===== config.mk =====
export PLATFORM = sky130hd
export DESIGN_NAME = decayed_score_slot_cache_top
export DESIGN_NICKNAME = d
export VERILOG_FILES = /design/src/dssc_pkg.sv /design/src/decayed_score_slot_cache_top.sv
export SDC_FILE = /design/constraint.sdc
export NUM_CORES = 2
export LEC_CHECK = 0
export BUFFER_PORTS_ARGS = -buffer_cell sky130_fd_sc_hd__buf_2
export CORE_ASPECT_RATIO = 0.5
export CORE_MARGIN = 10
export CORE_UTILIZATION = 25
export CTS_BUF_LIST = sky130_fd_sc_hd__clkbuf_4
export DETAILED_ROUTE_END_ITERATION = 6
export PLACE_DENSITY = 0.47
export SYNTH_ARGS = -nofsm -noshare
export SYNTH_HDL_FRONTEND = slang
export SYNTH_SLANG_ARGS = --single-unit

===== constraint.sdc =====
create_clock -name clk -period 11.35 [get_ports clk]
set_input_delay 0 -clock clk [delete_from_list [all_inputs] [get_ports clk]]
set_output_delay 0 -clock clk [all_outputs]
set_load 0.02 [all_outputs]

===== src/dssc_pkg.sv =====
// Package with the word types and constants of the decayed-score slot cache.
`timescale 1ns / 1ps
package dssc_pkg;
	localparam int KEY_W = 32;
	localparam int SLOT_W = 4;
	localparam int SCORE_W = 32;
	localparam int CAP_W = 5;
	localparam int DECAY_W = 17;
	localparam logic [SCORE_W-1:0] ONE_Q16 = 32'h0001_0000;
	localparam logic [DECAY_W-1:0] DEFAULT_DECAY = 17'd64225;
	localparam logic [DECAY_W-1:0] UNITY_DECAY = 17'd65536;
	localparam logic [CAP_W-1:0] CAP_RESET = 5'd16;

	localparam logic [1:0] OP_ACQUIRE = 2'd0;
	localparam logic [1:0] OP_END_STEP = 2'd1;
	localparam logic [1:0] OP_LOOKUP = 2'd2;
	localparam logic [1:0] OP_CLEAR = 2'd3;

	localparam logic CFG_CAPACITY = 1'b0;
	localparam logic CFG_DECAY = 1'b1;

	typedef struct packed {
		logic [1:0] op;
		logic [KEY_W-1:0] key;
	} cmd_t;

	typedef struct packed {
		logic [SLOT_W-1:0] slot;
		logic hit;
		logic exhausted;
		logic evicted_valid;
		logic [KEY_W-1:0] evicted_key;
		logic found;
	} res_t;
endpackage


===== src/decayed_score_slot_cache_top.sv =====
// Top level of the decayed-score slot cache: entry memory and sequencer.
`timescale 1ns / 1ps
// The cache maps keys to storage slots. A command word is taken when start is
// high and busy is low; exactly one result word follows, shown for one cycle
// with done high, and the receiver cannot hold it off. Entries live in one
// synchronous memory with a registered read, so every command but a clear
// walks the dense entry list one entry per pass step. An acquire runs a key
// search pass, then on a miss without free slot a victim search pass, then
// the move of the last entry and the append; a hit on a dense entry ends the
// search there. An end step does per entry one read, one registered decay
// multiply and one write back. A lookup walks at most the whole list, and a
// clear goes straight to the result. Busy stays high until the cycle before
// done. There is no clearing pass after reset; the entry count is zero.
module decayed_score_slot_cache_top
	import dssc_pkg::*;
#(
	parameter int SLOTS = 16
) (
	input logic clk,
	input logic arst_n,
	input logic start,
	input cmd_t cmd,
	output logic busy,
	output logic done,
	output res_t result,
	input logic cfg_we,
	input logic cfg_index,
	input logic [DECAY_W-1:0] cfg_data
);
	localparam int IW = (SLOTS > 1) ? $clog2(SLOTS) : 1;
	localparam int CW = $clog2(SLOTS + 1);

	typedef struct packed {
		logic [KEY_W-1:0] key;
		logic [SLOT_W-1:0] slot;
		logic [SCORE_W-1:0] score;
		logic [31:0] last;
		logic prot;
	} ent_t;

	typedef enum logic [3:0] {
		S_IDLE, S_FIND, S_FIND_CHK, S_VIC, S_VIC_CHK, S_MOVE_RD, S_MOVE_WR,
		S_APPEND, S_DEC_RD, S_DEC_MUL, S_DEC_WR, S_DONE
	} state_t;

	state_t state_q;
	ent_t mem [SLOTS];
	ent_t rd_q;
	logic [IW-1:0] raddr, waddr;
	logic re, we;
	ent_t wdata;

	logic [CAP_W-1:0] cap_q;
	logic [DECAY_W-1:0] decay_q;
	logic [CW-1:0] count_q, nfree_q;
	logic [31:0] step_q;
	cmd_t cmd_q;
	logic [CW-1:0] idx_q;
	logic best_v_q;
	logic [IW-1:0] best_q;
	ent_t best_e_q;
	logic [SCORE_W+DECAY_W-1:0] prod_q;
	res_t res_q;
	logic done_q;
	logic [CW-1:0] cap_eff;
	logic [DECAY_W-1:0] dec_eff;
	logic [SCORE_W-1:0] sat_score;
	logic better;

	always_ff @(posedge clk) begin
		if (we) mem[waddr] <= wdata;
		if (re) rd_q <= mem[raddr];
	end

	// Capacity above SLOTS acts as SLOTS; zero or over-unity decay as default.
	always_comb begin
		if ({{(32-CAP_W){1'b0}}, cap_q} > 32'(SLOTS)) cap_eff = CW'(SLOTS);
		else cap_eff = CW'(cap_q);
		if (decay_q == '0 || decay_q > UNITY_DECAY) dec_eff = DEFAULT_DECAY;
		else dec_eff = decay_q;
		sat_score = (rd_q.score > ~ONE_Q16) ? '1 : rd_q.score + ONE_Q16;
		better = !best_v_q || rd_q.score < best_e_q.score ||
			(rd_q.score == best_e_q.score && rd_q.last < best_e_q.last);
	end

	// Port drive per state: reads at idx_q or the last entry, writes as needed.
	always_comb begin
		re = 1'b0;
		we = 1'b0;
		raddr = idx_q[IW-1:0];
		waddr = idx_q[IW-1:0];
		wdata = rd_q;
		case (state_q)
			S_FIND, S_VIC, S_DEC_RD: re = 1'b1;
			S_FIND_CHK: begin
				if (idx_q != '0 && cmd_q.op == OP_ACQUIRE && rd_q.key == cmd_q.key &&
						cap_eff != '0) begin
					we = 1'b1;
					waddr = idx_q[IW-1:0] - IW'(1);
					wdata.score = sat_score;
					wdata.last = step_q;
					wdata.prot = 1'b1;
				end
			end
			S_MOVE_RD: begin
				re = 1'b1;
				raddr = IW'(count_q - CW'(1));
			end
			S_MOVE_WR: begin
				we = 1'b1;
				waddr = best_q;
			end
			S_APPEND: begin
				we = 1'b1;
				waddr = IW'(count_q);
				wdata.key = cmd_q.key;
				wdata.slot = (best_v_q) ? best_e_q.slot : SLOT_W'(nfree_q);
				wdata.score = ONE_Q16;
				wdata.last = step_q;
				wdata.prot = 1'b1;
			end
			S_DEC_WR: begin
				we = 1'b1;
				waddr = IW'(idx_q - CW'(1));
				wdata.score = prod_q[16 +: SCORE_W];
				wdata.prot = 1'b0;
			end
			default: ;
		endcase
	end

	always_ff @(posedge clk or negedge arst_n) begin
		if (!arst_n) begin
			state_q <= S_IDLE;
			cap_q <= CAP_RESET;
			decay_q <= DEFAULT_DECAY;
			count_q <= '0;
			nfree_q <= '0;
			step_q <= '0;
			done_q <= 1'b0;
			idx_q <= '0;
			best_v_q <= 1'b0;
		end else begin
			done_q <= 1'b0;
			if (cfg_we) begin
				if (cfg_index == CFG_CAPACITY) cap_q <= cfg_data[CAP_W-1:0];
				else decay_q <= cfg_data;
			end
			case (state_q)
				S_IDLE: begin
					if (start) begin
						cmd_q <= cmd;
						idx_q <= '0;
						best_v_q <= 1'b0;
						res_q <= '0;
						case (cmd.op)
							OP_CLEAR: begin
								count_q <= '0;
								nfree_q <= '0;
								state_q <= S_DONE;
							end
							OP_END_STEP: state_q <= (count_q == '0) ? S_DONE : S_DEC_RD;
							default: state_q <= (count_q == '0) ? S_FIND_CHK : S_FIND;
						endcase
						if (cmd.op == OP_END_STEP) step_q <= step_q + 32'd1;
					end
				end
				S_FIND: begin
					idx_q <= idx_q + CW'(1);
					state_q <= S_FIND_CHK;
				end
				S_FIND_CHK: begin
					if (idx_q != '0 && rd_q.key == cmd_q.key) begin
						if (cmd_q.op == OP_LOOKUP) begin
							res_q.slot <= rd_q.slot;
							res_q.found <= 1'b1;
						end else if (cap_eff == '0) begin
							res_q.exhausted <= 1'b1;
						end else begin
							res_q.slot <= rd_q.slot;
							res_q.hit <= 1'b1;
						end
						state_q <= S_DONE;
					end else if (idx_q < count_q) begin
						state_q <= S_FIND;
					end else if (cmd_q.op == OP_LOOKUP) begin
						state_q <= S_DONE;
					end else if (cap_eff == '0) begin
						res_q.exhausted <= 1'b1;
						state_q <= S_DONE;
					end else if (nfree_q < cap_eff && count_q < CW'(SLOTS)) begin
						state_q <= S_APPEND;
					end else begin
						idx_q <= '0;
						state_q <= S_VIC;
					end
				end
				S_VIC: begin
					idx_q <= idx_q + CW'(1);
					state_q <= S_VIC_CHK;
				end
				S_VIC_CHK: begin
					if (!rd_q.prot && better) begin
						best_v_q <= 1'b1;
						best_e_q <= rd_q;
						best_q <= IW'(idx_q - CW'(1));
					end
					if (idx_q < count_q) state_q <= S_VIC;
					else if (!best_v_q && rd_q.prot) begin
						res_q.exhausted <= 1'b1;
						state_q <= S_DONE;
					end else state_q <= S_MOVE_RD;
				end
				S_MOVE_RD: state_q <= S_MOVE_WR;
				S_MOVE_WR: begin
					count_q <= count_q - CW'(1);
					state_q <= S_APPEND;
				end
				S_APPEND: begin
					count_q <= count_q + CW'(1);
					if (best_v_q) begin
						res_q.slot <= best_e_q.slot;
						res_q.evicted_valid <= 1'b1;
						res_q.evicted_key <= best_e_q.key;
					end else begin
						res_q.slot <= SLOT_W'(nfree_q);
						nfree_q <= nfree_q + CW'(1);
					end
					state_q <= S_DONE;
				end
				S_DEC_RD: begin
					idx_q <= idx_q + CW'(1);
					state_q <= S_DEC_MUL;
				end
				S_DEC_MUL: begin
					prod_q <= rd_q.score * dec_eff;
					state_q <= S_DEC_WR;
				end
				S_DEC_WR: state_q <= (idx_q < count_q) ? S_DEC_RD : S_DONE;
				S_DONE: begin
					done_q <= 1'b1;
					state_q <= S_IDLE;
				end
				default: state_q <= S_IDLE;
			endcase
		end
	end

	// When the victim is the last entry, the move rewrites it in place and the
	// append then overwrites the same address, so no special case is needed.
	assign busy = (state_q != S_IDLE);
	assign done = done_q;
	assign result = res_q;

	a_count: assert property (@(posedge clk) disable iff (!arst_n)
		count_q <= CW'(SLOTS)) else $error("entry count beyond slots");
	a_done_one: assert property (@(posedge clk) disable iff (!arst_n)
		done |=> !done) else $error("result shown twice");
	a_excl: assert property (@(posedge clk) disable iff (!arst_n)
		done |-> !(result.hit && result.evicted_valid)) else $error("hit and evict");
	a_ev_key: assert property (@(posedge clk) disable iff (!arst_n)
		done && !result.evicted_valid |-> result.evicted_key == '0)
		else $error("stale evicted key");
endmodule


==> impl_metrics.tcl <==
set metrics [dict create \
    path_common_cell "sky130_fd_sc_hd__fa_1" \
    std_cell_rows 160 \
    multiInputGateArea_mm2 0.0328 \
    hpwl_um 143000 \
    post_cts_resize_count 0 \
    hold_viol_final 0 \
    layout.cells.most_common_list "1927 x sky130_fd_sc_hd__edfxtp_1, 801 x sky130_fd_sc_hd__clkbuf_4, 570 x sky130_fd_sc_hd__inv_1" \
    vias 53500 \
    grt_start_max_net_pins 112 \
    synth-async-reset-ratio 0.0375 \
    regArea_mm2 0.0598 \
    core_area_mm2 0.381 \
    mostFrequentLayoutCell "sky130_fd_sc_hd__edfxtp_1" \
    critPathLaunchType "flop" \
    post_drt_wl_per_cell_um 21.8 \
    critical_path.cell_chain "nor4_1 > and4_1 > ha_2 > or2_2 > nand2_1 > fa_1 > inv_1 > fa_1 > fa_1 > fa_1 > fa_1 > inv_1 > fa_1 > inv_1 > ha_1 > a211oi_1 > nor2_1 > o31ai_1 > a311oi_1 > or3_1 > a211oi_1 > o31ai_1 > xnor2_1" \
    synth_cells 5968 \
    portBuffers 97 \
    gr-usage-all-layers 0.126 \
    layout-drive-gt1-share 0.229 \
    antenna_violating_nets_post_route 0 \
    worst_skew_pair.late_latency_ps 1300 \
    tightest_slew_ps 1300 \
    totalNegativeSetupSlack_ps 0 \
    numClockSinks 2002 \
    placed_area_mm2 0.103 \
    grt_pass1_wl_um 390000 \
    cpPeakStageDelay_ps 810 \
    r2r-start "decay_q[7]" \
    globalRouteOverflowTotal 0 \
    cts_tree "built" \
    finalWorstPathRequiredPeriod_ps 8580 \
    sequential_share_of_the_synthesized_area 0.623 \
    die-area_mm2 0.410 \
    timing_startpoint_of_the_critical_path "decay_q[7]" \
    routabilityCongestion 0.781 \
    fp.dieH_um 458 \
    nNetsFinal 7263 \
    maxSlewHeadroom 0.125 \
    timing.clock.skew_ps 147 \
    synth.distinct_cells 78 \
    max_cap_viol_count 0 \
    finalSetupViolCount 0 \
    clock_path_buffers 4 \
    status "finished clean" \
    worst_path_dominant_cell_family "adder cells" \
    area_growth_syn_to_layout_pct 15.9 \
    clock_tree.htree_level_count 6 \
    die_w_um 896 \
    cts.root.buffer_cell "sky130_fd_sc_hd__clkbuf_4" \
    post_cts.repair.setup_buffers 0 \
    yosys_warns 0 \
    worst-path-buf-inv 3 \
    final_max_slew_viol_count 0 \
    post_synth.cell_area_avg_um2 16.1 \
    cts-hold-fix-buffers 158 \
    setup.worst_path.class "reg -> reg" \
    io-pin-count 98 \
    rsz0062_at_grt "no" \
    yosys_register_bits 2002 \
    data_required_time_at_the_worst_endpoint_ps 12320 \
    hp-class "in -> async" \
    fillerInstances 38400 \
    worst-endpoint-arrival_ps 9550 \
    number_of_antenna_violations_at_the_first_check_in_global_routing 13 \
    vias_per_cell 4.43 \
    finalHoldWorstSlack_ps 208 \
    largest_fanout_on_the_critical_path 32 \
    setup.worst_path.end_class "flop" \
    remaining_drc_errors 0 \
    critical-path-slowest-cell "sky130_fd_sc_hd__or2_2" \
    drt-pass1-iter-count 5 \
    design_area_mm2 0.111 \
    postSynthNetCount 6669 \
    worst_setup_hold_path_clk_slew_ps 60 \
    netlist_area_mm2 0.0959 \
    edff_count_synth 1927 \
    wl_um 262000 \
    cts_buffers 538 \
    start_util 0.252 \
    detailed_route_iter0_violations 3790 \
    final_min_period_over_clock_period 0.756 \
    maxClockFrequency_mhz 117 \
    postSynth.topFlopCell "sky130_fd_sc_hd__edfxtp_1" \
    grt_pass1_vias 58100 \
    final_util 0.292 \
]
cell usage after synthesis, types with 18 or more instances:
master | instances | share of area
sky130_fd_sc_hd__a21oi_1 | 192 | 0.010
sky130_fd_sc_hd__ha_1 | 199 | 0.026
sky130_fd_sc_hd__buf_4 | 26 | 0.0020
sky130_fd_sc_hd__mux2i_1 | 106 | 0.011
sky130_fd_sc_hd__clkbuf_1 | 208 | 0.0081
sky130_fd_sc_hd__nand3_1 | 42 | 0.0022
sky130_fd_sc_hd__fa_1 | 446 | 0.093
sky130_fd_sc_hd__mux4_2 | 404 | 0.095
sky130_fd_sc_hd__nand4_1 | 43 | 0.0028
sky130_fd_sc_hd__nor2_1 | 115 | 0.0045
sky130_fd_sc_hd__edfxtp_1 | 1927 | 0.60
sky130_fd_sc_hd__a211oi_1 | 112 | 0.0088
sky130_fd_sc_hd__nor2b_1 | 122 | 0.0080
sky130_fd_sc_hd__buf_2 | 60 | 0.0031
sky130_fd_sc_hd__nor4_1 | 18 | 0.0012
sky130_fd_sc_hd__xnor2_1 | 53 | 0.0048
sky130_fd_sc_hd__o21ai_0 | 65 | 0.0034
sky130_fd_sc_hd__inv_1 | 570 | 0.022
sky130_fd_sc_hd__a22oi_1 | 21 | 0.0016
sky130_fd_sc_hd__nor3_1 | 19 | 0.00099
sky130_fd_sc_hd__and2_1 | 229 | 0.015
sky130_fd_sc_hd__a21o_1 | 43 | 0.0034
sky130_fd_sc_hd__mux2_2 | 56 | 0.0066
sky130_fd_sc_hd__dfrtp_1 | 64 | 0.017
sky130_fd_sc_hd__xor2_1 | 54 | 0.0049
sky130_fd_sc_hd__nand2_1 | 562 | 0.022
layout make-up:
type                            count  share of cell area
Clock buffer                      801              0.0541
Clock inverter                    128             0.00839
Timing Repair Buffer              369              0.0280
Inverter                          571              0.0193
Antenna cell                        8            0.000180
Tap cell                         5103              0.0574
Sequential cell                  2002               0.537
Multi-Input combinational cell   3080               0.295
per-stage QoR:
step,setup WS (ps),std cells
after detailed placement,2910,11000
after global routing,2400,12100
after CTS,2830,12100
after global placement,3010,11000
after floorplan,2530,5968
final,2770,12100
tightest hold or removal path, stage by stage:
cell and delay, ps:
sky130_fd_sc_hd__dlygate4sd3_1 520, sky130_fd_sc_hd__buf_4 150, sky130_fd_sc_hd__dlygate4sd3_1 670, sky130_fd_sc_hd__buf_4 620
final timing paths:
check,endpoint,slack (ps),cells past startpoint
worst max-delay path,prod_q[47],2770,23
worst max register to register,prod_q[47],2770,23
worst min-delay path,decay_q[16],210,4
min in group clk,cmd_q[32],240,3
worst min register to register,best_e_q[13],420,0
max in group asynchronous,step_q[15],9970,5
registers in the layout (all words and copies together), names as in the netlist:
| register | cells |
|---|---|
| mem | 1616 |
| rd_q | 101 |
| best_e_q | 100 |
| result | 40 |
| cmd_q | 34 |
| prod_q | 32 |
| step_q | 32 |
| decay_q | 17 |
| cap_q | 5 |
| count_q | 5 |
| idx_q | 5 |
| nfree_q | 5 |
| best_q | 4 |
| state_q | 4 |
| best_v_q | 1 |
| done | 1 |
metal layers:
metal | up-vias | part of all wire | GRT usage
met1 | 28300 | 0.44 | 0.164
met4 | 10 | 0.030 | 0.0437
met5 | - | 0.00029 | 0
li1 | 23500 | - | -
met2 | 1345 | 0.48 | 0.209
met3 | 385 | 0.049 | 0.0240
kinds of logic after synthesis:
group / after synthesis / synth area share
adders and majority gates: 645 / 0.119
muxes: 566 / 0.112
buffers and inverters: 886 / 0.0376
AOI/OAI and AO/OA: 533 / 0.0356
xor gates and xnor gates: 107 / 0.00977
DFF: 2002 / 0.623
and+or+nand+nor: 1229 / 0.0627
Power is not shown: default switching activity piles up to over one toggle a cycle in this logic, so the estimate is an artifact.
